$ cat src/rtl/core/sepq_pkg.sv
// ----------------------------------------------------------------------------
// sepq_pkg
// Shared types and constants for the sorted event priority queue.
// ----------------------------------------------------------------------------
package sepq_pkg;

    localparam int TIME_BITS     = 16;
    localparam int NODE_BITS     = 14;
    localparam int COUNT_W       = 7;
    localparam int QUEUE_DEPTH_D = 64;

    typedef enum logic
    {
        OP_INSERT = 1'b0,
        OP_POP    = 1'b1
    } op_t;

    typedef struct packed
    {
        logic [TIME_BITS-1:0] ev_time;
        logic [NODE_BITS-1:0] ev_node;
        logic                 ev_action;
    } entry_t;

    typedef struct packed
    {
        op_t                  op;
        logic [TIME_BITS-1:0] event_time;
        logic [NODE_BITS-1:0] event_node;
        logic                 event_action;
    } in_item_t;

    typedef struct packed
    {
        logic                 head_valid;
        logic [TIME_BITS-1:0] head_time;
        logic [NODE_BITS-1:0] head_node;
        logic                 head_action;
        logic [COUNT_W-1:0]   entry_count;
        logic                 underflow;
        logic                 overflow;
    } out_item_t;

    // broadcast from the top level to every cell
    typedef struct packed
    {
        logic   ins;
        logic   pop;
        logic   head_first;
        entry_t item;
    } sepq_ctrl_t;

endpackage

$ cat src/rtl/core/sepq_cell.sv
// ----------------------------------------------------------------------------
// sepq_cell
// One slot of the sorted queue: compares the broadcast event with its own,
// then holds, takes the new event, or takes a neighbour's entry.
// ----------------------------------------------------------------------------
module sepq_cell
    import sepq_pkg::*;
#(
    parameter int IDX   = 0,
    parameter int CNT_W = 7
)
(
    input  logic             clk,
    input  sepq_ctrl_t       ctrl,
    input  logic [CNT_W-1:0] count,
    input  entry_t           left_entry,
    input  logic             left_place,
    input  entry_t           right_entry,
    output entry_t           entry,
    output logic             place
);

    entry_t entry_reg;
    entry_t entry_next;
    logic   valid;

    assign valid = count > CNT_W'(IDX);

    // place: the new event goes at or before this slot
    generate
        if (IDX == 0)
        begin : g_head
            assign place = ctrl.head_first;
        end
        else
        begin : g_body
            assign place = ctrl.head_first || !valid ||
                           (entry_reg.ev_time > ctrl.item.ev_time);
        end
    endgenerate

    always_comb
    begin
        entry_next = entry_reg;
        if (ctrl.ins)
        begin
            if (left_place)
            begin
                entry_next = left_entry;
            end
            else if (place)
            begin
                entry_next = ctrl.item;
            end
        end
        else if (ctrl.pop)
        begin
            entry_next = right_entry;
        end
    end

    always_ff @(posedge clk)
    begin
        entry_reg <= entry_next;
    end

    assign entry = entry_reg;

endmodule
$ cat config.mk
export PLATFORM = sky130hd
export DESIGN_NAME = sepq_cell
export DESIGN_NICKNAME = d
export VERILOG_FILES = /design/src/rtl/core/sepq_pkg.sv /design/src/rtl/core/sepq_cell.sv
export SDC_FILE = /design/constraint.sdc
export NUM_CORES = 1
export LEC_CHECK = 0
export BUFFER_PORTS_ARGS = -buffer_cell sky130_fd_sc_hd__buf_4
export CAP_MARGIN = 40
export CORE_MARGIN = 10
export CORE_UTILIZATION = 38
export CTS_CLUSTER_DIAMETER = 40
export DETAILED_ROUTE_END_ITERATION = 10
export MAX_ROUTING_LAYER = met4
export PLACE_DENSITY_LB_ADDON = 0.1
export SYNTH_ARGS = -nofsm -noshare
export SYNTH_HDL_FRONTEND = slang
export SYNTH_SLANG_ARGS = --single-unit
$ cat constraint.sdc
create_clock -name clk -period 3.7 [get_ports clk]
set_input_delay 0.74 -clock clk [delete_from_list [all_inputs] [get_ports clk]]
set_output_delay 0.74 -clock clk [all_outputs]
set_load 0.05 [all_outputs]
==> results of run 1 <==
## layout by cell type (no fill, tap or decap)
cell,n
buf_4,130
nor2_1,33
mux2i_1,31
clkbuf_8,5
a21oi_4,1
clkinv_2,3
a21oi_1,31
edfxtp_1,31
## worst min-delay path, stage by stage
cell	delay, ps
buf_4	80
nor2_1	30
a21oi_1	90
## kinds of logic (layout without fill, tap and decap cells)
family / after synthesis / count (layout) / synth area share
AND/OR/NAND/NOR: 33 / 33 / 0.0756
AO/OA/AOI/OAI: 32 / 32 / 0.0977
multiplexers: 31 / 31 / 0.189
flip-flops: 31 / 31 / 0.568
buffers and inverters: 12 / 138 / 0.0695
## where the power goes
part / total [mW] / internal, mW / switching (mW)
Sequential: 0.453 / 0.442 / 0.0115
Combinational: 0.396 / 0.151 / 0.246
Clock: 0.249 / 0.128 / 0.121
Total: 1.10 / 0.721 / 0.378
## cell type report
type	instances	area, um^2	area share
repair buffers	130	976	0.367
clock buffers	5	68.8	0.0259
clock inverters	3	15.0	0.00565
well taps	50	62.6	0.0235
multi-input cells	96	606	0.228
flip-flops and latches	31	931	0.350
## path summary, 6_finish.rpt
path / startpoint / endpoint / cells after the start
setup / recovery: ctrl[33] / entry[13]$_DFFE_PP_ / 4
hold / removal: right_entry[3] / entry[3]$_DFFE_PP_ / 3
## per-layer routing
layer  vias up  GRT usage  part of all wire
met1       650      0.148              0.41
met3         3     0.0435             0.063
met2        71      0.232              0.52
li1        755          -                 -
met5         -          -                 0
met4         0     0.0359            0.0033
==> results.sh, run 1 <==
export IMPL_cts_buffer_depth=2
export IMPL_drive_above_1_share=0.525
export IMPL_gr_total_overflow=0
export IMPL_finish_instance_area_mm2=0.00266
export IMPL_syn_to_final_growth_pct=62.2
export IMPL_portBuffers=129
export IMPL_finalCriticalPeriod_ps=1990
export IMPL_drcViolationCount=0
export IMPL_worst_slack_ps=1710
export IMPL_fin_util=0.651
export IMPL_start_util=0.401
export IMPL_cp_arrival_ps=1920
export IMPL_floorplan_die_area_mm2=0.00734
export IMPL_tritoncts="done"
export IMPL_fmax_ghz=0.504
export IMPL_syn_cell_area_mm2=0.00164
export IMPL_synth_seq_cells=31
export IMPL_largest_reg_flops=31
export IMPL_wl_mm=5.15
export IMPL_hold_viol=0
export IMPL_fillCellCount=348
export IMPL_post_cts_buffers=0
export IMPL_die_w_um=85.7
export IMPL_place_inst=307
export IMPL_grt_pass1_vias=1546
export IMPL_slew_violations=0
export IMPL_yosysMostFrequentCell="nor2_1"
export IMPL_yosysTopAreaCell="edfxtp_1"
export IMPL_num_rows=23
export IMPL_antenna_left=0
export IMPL_synth_cells=139
export IMPL_cts_buffers_inserted=5
export IMPL_clk_pin_slew_worst_paths_ps=60
export IMPL_cts_resized=0
export IMPL_antenna_found_initial=0
export IMPL_yosysTopAreaCellShare=0.568
export IMPL_tns_ps=0
export IMPL_grt_pass1_wl_mm=7.72
export IMPL_status="completed"
export IMPL_finalSetupViolations=0
export IMPL_hp_class="in2reg"
export IMPL_path_cells="buf_4, nor2_1, a21oi_4, buf_4"
export IMPL_crit_buf_inv=2
export IMPL_cts_root_buffer="clkbuf_8"
export IMPL_critPathMaxStageDelay_ps=470
export IMPL_coreArea_mm2=0.00409
export IMPL_avgRoutedWirePerCell_um=16.3
export IMPL_ys_flop_type="edfxtp_1"
export IMPL_cts_sink_count=31
export IMPL_yosysSeqAreaShare=0.568
export IMPL_synth_top_cells_by_area="edfxtp_1 57%, mux2i_1 19%, a21oi_1 9.8%, nor2_1 7.6%, buf_12 3.7%"
export IMPL_synthArstFlopShare=0
export IMPL_track_usage=0.135
export IMPL_rsz0062_at_grt="no"
export IMPL_avgSynthCellArea_um2=11.8
export IMPL_cts_htree_levels=2
export IMPL_cp_required_ps=3630
export IMPL_diodes=0
export IMPL_ir_worst_vdd_v=0.000262
export IMPL_power_density_mw_per_mm2=413
export IMPL_pre_cts_ws_ps=1410
export IMPL_critPathCaptureType="flip-flop"
export IMPL_crit_path_start_kind="input pin"
export IMPL_critPathTopFamily="buffers and inverters"
export IMPL_p_total_mw=1.10
export IMPL_period_share=0.537
export IMPL_synth_common_cells="33 x nor2_1, 32 x a21oi_1, 31 x edfxtp_1, 31 x mux2i_1, 4 x buf_2"
export IMPL_cts_hold_buffers=0
export IMPL_drtPass1Iterations=3
export IMPL_worst_hold_slack_ps=783
export IMPL_synth_edf_count=31
export IMPL_path_max_fanout=64
export IMPL_crit_path_frequent_cell="buf_4"
export IMPL_die_h_um=85.7
export IMPL_vias=1479
export IMPL_yosysUniqueCellTypes=9
export IMPL_final_cells=315
export IMPL_slowest_stage="buf_4"
export IMPL_worst_pin_slew_ps=599
export IMPL_p_leak_nw=1.27
export IMPL_io_pins=137
export IMPL_max_cap_viol_count=0
export IMPL_viasPerCell=4.70
export IMPL_grt_max_degree=65
export IMPL_place_hpwl_mm=4.10
export IMPL_crit_type="in2reg"
export IMPL_place_congestion=0.747
export IMPL_place_area_mm2=0.00257
export IMPL_slew_headroom=0.600
export IMPL_synthesis_nets=244
export IMPL_drtIter0Drc=68
export IMPL_ys_warn_count=0
export IMPL_finalNetCount=369
Note: power is estimated with default switching activity, not from simulation.
==> run 2, diff against run 1 <==
--- a/config.mk
+++ b/config.mk
@@ -8,7 +8,7 @@
 export BUFFER_PORTS_ARGS = -buffer_cell sky130_fd_sc_hd__buf_4
 export CAP_MARGIN = 40
 export CORE_MARGIN = 10
-export CORE_UTILIZATION = 38
+export CORE_UTILIZATION = 35
 export CTS_CLUSTER_DIAMETER = 40
 export DETAILED_ROUTE_END_ITERATION = 10
 export MAX_ROUTING_LAYER = met4
==> constraint.sdc (replaced) <==
create_clock -name clk -period 1.6 [get_ports clk]
set_input_delay 0.32 -clock clk [delete_from_list [all_inputs] [get_ports clk]]
set_output_delay 0.32 -clock clk [all_outputs]
set_load 0.05 [all_outputs]
==> results.sh, run 2 (synthesis results as in run 1) <==
export IMPL_post_cts_buffers=0
export IMPL_grt_pass1_vias=1635
export IMPL_hold_end="entry[26]$_DFFE_PP_"
export IMPL_fin_util=0.610
export IMPL_syn_to_final_growth_pct=65.3
export IMPL_combPwrFrac=0.363
export IMPL_grt_pass1_wl_mm=7.72
export IMPL_crit_type="reg2out"
export IMPL_slew_headroom=0.805
export IMPL_start_util=0.369
export IMPL_num_rows=24
export IMPL_pre_cts_ws_ps=278
export IMPL_track_usage=0.132
export IMPL_final_cell_mix="134 x buf_4, 33 x nor2_1, 31 x mux2i_1, 31 x a21oi_1, 31 x edfxtp_1"
export IMPL_max_cap_viol_count=0
export IMPL_ir_worst_vdd_v=0.000537
export IMPL_wl_met2_mm=2.64
export IMPL_met1_length_mm=2.06
export IMPL_io_pins=137
export IMPL_switching_share=0.341
export IMPL_viasPerCell=4.67
export IMPL_antenna_found_initial=0
export IMPL_place_congestion=0.720
export IMPL_path_cells="buf_4"
export IMPL_cts_buffers_inserted=5
export IMPL_largest_reg_flops=31
export IMPL_drtPass1Iterations=4
export IMPL_crit_path_start_kind="flip-flop"
export IMPL_critPathCaptureType="output port"
export IMPL_critPathMaxStageDelay_ps=380
export IMPL_p_leak_nw=1.30
export IMPL_worst_slack_ps=426
export IMPL_worst_hold_startpoint="right_entry[26]"
export IMPL_critPathTopFamily="flip-flops"
export IMPL_slowest_stage="edfxtp_1"
export IMPL_portBuffers=129
export IMPL_seqPwrFrac=0.410
export IMPL_clk_pin_slew_worst_paths_ps=60
export IMPL_coreArea_mm2=0.00444
export IMPL_crit_buf_inv=1
export IMPL_finalCriticalPeriod_ps=1170
export IMPL_cp_arrival_ps=850
export IMPL_fmax_ghz=0.852
export IMPL_power_density_mw_per_mm2=945
export IMPL_place_inst=314
export IMPL_clkPwrFrac=0.227
export IMPL_holdPathStages=3
export IMPL_dr_max_layer_used="met4"
export IMPL_die_h_um=88.4
export IMPL_p_total_mw=2.56
export IMPL_tns_ps=0
export IMPL_slew_violations=0
export IMPL_cp_required_ps=1280
export IMPL_antenna_left=0
export IMPL_finalNetCount=374
export IMPL_drtIter0Drc=63
export IMPL_dr_wl_met3_um=442
export IMPL_rsz0062_at_grt="no"
export IMPL_gr_total_overflow=0
export IMPL_fillCellCount=410
export IMPL_floorplan_die_area_mm2=0.00782
export IMPL_cts_sink_count=31
export IMPL_cts_root_buffer="clkbuf_8"
export IMPL_diodes=0
export IMPL_die_w_um=88.4
export IMPL_wl_mm=5.16
export IMPL_cts_buffer_depth=2
export IMPL_layout_commonest_cell="buf_4"
export IMPL_netSwitchingPower_uw=872
export IMPL_path_max_fanout=1
export IMPL_final_cells=322
export IMPL_internal_power_mw=1.69
export IMPL_place_hpwl_mm=4.31
export IMPL_cts_htree_levels=2
export IMPL_tritoncts="done"
export IMPL_period_share=0.734
export IMPL_drive_above_1_share=0.526
export IMPL_avgRoutedWirePerCell_um=16.0
export IMPL_drcViolationCount=0
export IMPL_cts_hold_buffers=0
export IMPL_worst_pin_slew_ps=293
export IMPL_cts_resized=0
export IMPL_crit_cells=1
export IMPL_hold_viol=0
export IMPL_grt_max_degree=33
export IMPL_finalSetupViolations=0
export IMPL_vias=1504
export IMPL_hp_class="in2reg"
export IMPL_status="completed"
==> run 2: cell types whose count changed in the layout (fill, tap and decap cells not counted) <==
cell / change
buf_4: +4
clkbuf_1: +2
clkinv_2: -2
buf_12: +1
==> run 2: metal layers <==
layer,track usage,vias up
li1,-,769
met2,0.219,78
met4,0.0264,0
met5,-,-
met1,0.141,655
met3,0.0625,2
==> run 2: worst max path at each step <==
stage	slack [ps]	endpoint	startpoint
CTS	410	entry[16]	entry[16]$_DFFE_PP_
global placement	290	entry[19]$_DFFE_PP_	left_place
detailed placement	280	entry[16]$_DFFE_PP_	left_place
floorplan	5	entry[0]$_DFFE_PP_	left_place
global route	360	entry[16]	entry[16]$_DFFE_PP_
finish	430	entry[22]	entry[22]$_DFFE_PP_
==> run 2: cell type report <==
class | count | area (um^2) | share of cell area
well taps | 52 | 65.1 | 0.0240
clock inverters | 1 | 5.00 | 0.00185
multi-input cells | 96 | 606 | 0.224
clock buffers | 7 | 76.3 | 0.0282
flip-flops and latches | 31 | 931 | 0.344
repair buffers | 135 | 1030 | 0.379
==> run 2: power groups by stage <==
stage               Sequential (mW)  Combinational (mW)  Clock [mW]
floorplan                      1.45               0.184           0
global placement               1.06               0.937           0
detailed placement             1.07               0.943           0
CTS                            1.05               0.944       0.602
global route                   1.06               0.983       0.654
finish                         1.05               0.930       0.581
==> run 2: through the flow <==
stage	cell area [um^2]	hold slack (ps)
finish	2710	357
detailed placement	2630	638
floorplan	1660	545
CTS	2710	349
global route	2710	344
global placement	2630	634
==> run 3, diff against run 2 <==
--- a/config.mk
+++ b/config.mk
@@ -8,7 +8,7 @@
 export BUFFER_PORTS_ARGS = -buffer_cell sky130_fd_sc_hd__buf_4
 export CAP_MARGIN = 40
 export CORE_MARGIN = 10
-export CORE_UTILIZATION = 35
+export CORE_UTILIZATION = 38
 export CTS_CLUSTER_DIAMETER = 40
 export DETAILED_ROUTE_END_ITERATION = 10
 export MAX_ROUTING_LAYER = met4
==> constraint.sdc (replaced) <==
create_clock -name clk -period 1.09 [get_ports clk]
set_input_delay 0.218 -clock clk [delete_from_list [all_inputs] [get_ports clk]]
set_output_delay 0.218 -clock clk [all_outputs]
set_load 0.05 [all_outputs]
==> results.sh, run 3 (synthesis results as in run 1) <==
export IMPL_grt_pass1_vias=1690
export IMPL_cts_buffer_depth=2
export IMPL_post_cts_buffers=0
export IMPL_internal_power_mw=2.57
export IMPL_syn_to_final_growth_pct=74.7
export IMPL_dr_wl_met3_um=484
export IMPL_critPathTopFamily="flip-flops"
export IMPL_p_total_mw=3.87
export IMPL_start_util=0.401
export IMPL_fin_util=0.701
export IMPL_critPathCaptureType="output port"
export IMPL_grt_max_degree=23
export IMPL_portBuffers=129
export IMPL_crit_type="reg2out"
export IMPL_multi_input_area_um2=613
export IMPL_p_leak_nw=1.35
export IMPL_ir_worst_vdd_v=0.000798
export IMPL_fmax_ghz=0.945
export IMPL_coreArea_mm2=0.00409
export IMPL_clkPwrFrac=0.213
export IMPL_io_pins=137
export IMPL_cts_root_buffer="clkbuf_8"
export IMPL_slew_headroom=0.869
export IMPL_layout_commonest_cell="buf_4"
export IMPL_finalSetupViolations=0
export IMPL_clk_pin_slew_worst_paths_ps=60
export IMPL_avgRoutedWirePerCell_um=16.4
export IMPL_track_usage=0.145
export IMPL_layout_area_seq_um2=931
export IMPL_slowest_stage="edfxtp_1"
export IMPL_num_rows=23
export IMPL_worst_hold_startpoint="right_entry[3]"
export IMPL_viasPerCell=4.71
export IMPL_path_max_fanout=1
export IMPL_cp_required_ps=870
export IMPL_cp_arrival_ps=840
export IMPL_largest_reg_flops=31
export IMPL_place_inst=314
export IMPL_wl_met2_mm=2.84
export IMPL_period_share=0.971
export IMPL_fillCellCount=351
export IMPL_diodes=0
export IMPL_drtPass1Iterations=4
export IMPL_path_cells="buf_6"
export IMPL_grt_pass1_wl_mm=8.13
export IMPL_drcViolationCount=0
export IMPL_floorplan_die_area_mm2=0.00734
export IMPL_worst_hold_slack_ps=256
export IMPL_slew_violations=0
export IMPL_wl_mm=5.27
export IMPL_met1_length_mm=1.95
export IMPL_max_cap_viol_count=0
export IMPL_critPathMaxStageDelay_ps=390
export IMPL_hold_viol=0
export IMPL_cts_htree_levels=2
export IMPL_finalNetCount=376
export IMPL_vias=1516
export IMPL_antenna_found_initial=0
export IMPL_combPwrFrac=0.382
export IMPL_status="completed"
export IMPL_dr_max_layer_used="met3"
export IMPL_crit_path_start_kind="flip-flop"
export IMPL_tritoncts="done"
export IMPL_switching_share=0.336
export IMPL_rsz0062_at_grt="yes"
export IMPL_seqPwrFrac=0.405
export IMPL_place_hpwl_mm=4.40
export IMPL_gr_total_overflow=0
export IMPL_drive_above_1_share=0.529
export IMPL_antenna_left=0
export IMPL_netSwitchingPower_mw=1.30
export IMPL_final_cells=322
export IMPL_crit_start="entry[12]$_DFFE_PP_"
export IMPL_die_w_um=85.7
export IMPL_drtIter0Drc=66
export IMPL_hp_class="in2reg"
export IMPL_finalCriticalPeriod_ps=1060
export IMPL_cts_sink_count=31
export IMPL_worst_pin_slew_ps=191
export IMPL_place_congestion=0.715
export IMPL_cts_buffers_inserted=5
export IMPL_power_density_mw_per_mm2=1350
export IMPL_crit_buf_inv=1
export IMPL_die_h_um=85.7
export IMPL_final_cell_mix="107 x buf_4, 32 x nor2_1, 31 x mux2i_1, 31 x a21oi_1, 31 x edfxtp_1"
==> run 3: cell types whose count changed in the layout (fill, tap and decap cells not counted), sizes merged <==
cell | before | now
clkinv | 1 | 2
buf | 135 | 137
clkbuf | 7 | 6
==> run 3: path summary, 6_finish.rpt <==
kind	slack (ps)	endpoint	cells after the start
min	260	entry[3]$_DFFE_PP_	3
max	30	entry[12]	1
==> run 3: what timing repair did <==
item                                    4_1_cts  5_1_grt
hold buffers                                  0        0
endpoints found under the setup margin        1       26
gates resized for setup                       1       25
==> run 3: power by group through the flow <==
stage                     Clock (mW)  Sequential (mW)  Combinational, mW
final                          0.825             1.57               1.48
after global routing           0.939             1.58               1.56
after CTS                      0.870             1.54               1.42
after detailed placement           0             1.57               1.42
after global placement             0             1.56               1.40
after floorplan                    0             2.13              0.276
==> run 3: stage by stage <==
stage	instance area (um^2)	TNS (ps)	setup WS, ps
3_5_place_dp	2690	-235	-35.9
6_report	2860	0	31.9
2_1_floorplan	1680	-11210	-362
4_1_cts	2770	0	0.988
5_1_grt	2860	-121	-27.5
3_3_place_gp	2690	-3.67	-2.07
==> run 3: layout make-up <==
type	count	area share
Clock inverter	2	0.00262
Tap cell	50	0.0219
Sequential cell	31	0.325
Multi-Input combinational cell	96	0.214
Timing Repair Buffer	137	0.411
Clock buffer	6	0.0253
==> run 3: per-layer routing <==
layer  global-route usage  vias to the layer above
li1                     -                      774
met1                0.138                      673
met2                0.249                       69
met3               0.0795                        0
met4               0.0404                        0
met5                    -                        -
==> run 3: tightest hold or removal path, stage by stage <==
cell	delay (ps)
buf_4	80
nor2_1	30
a21oi_1	90
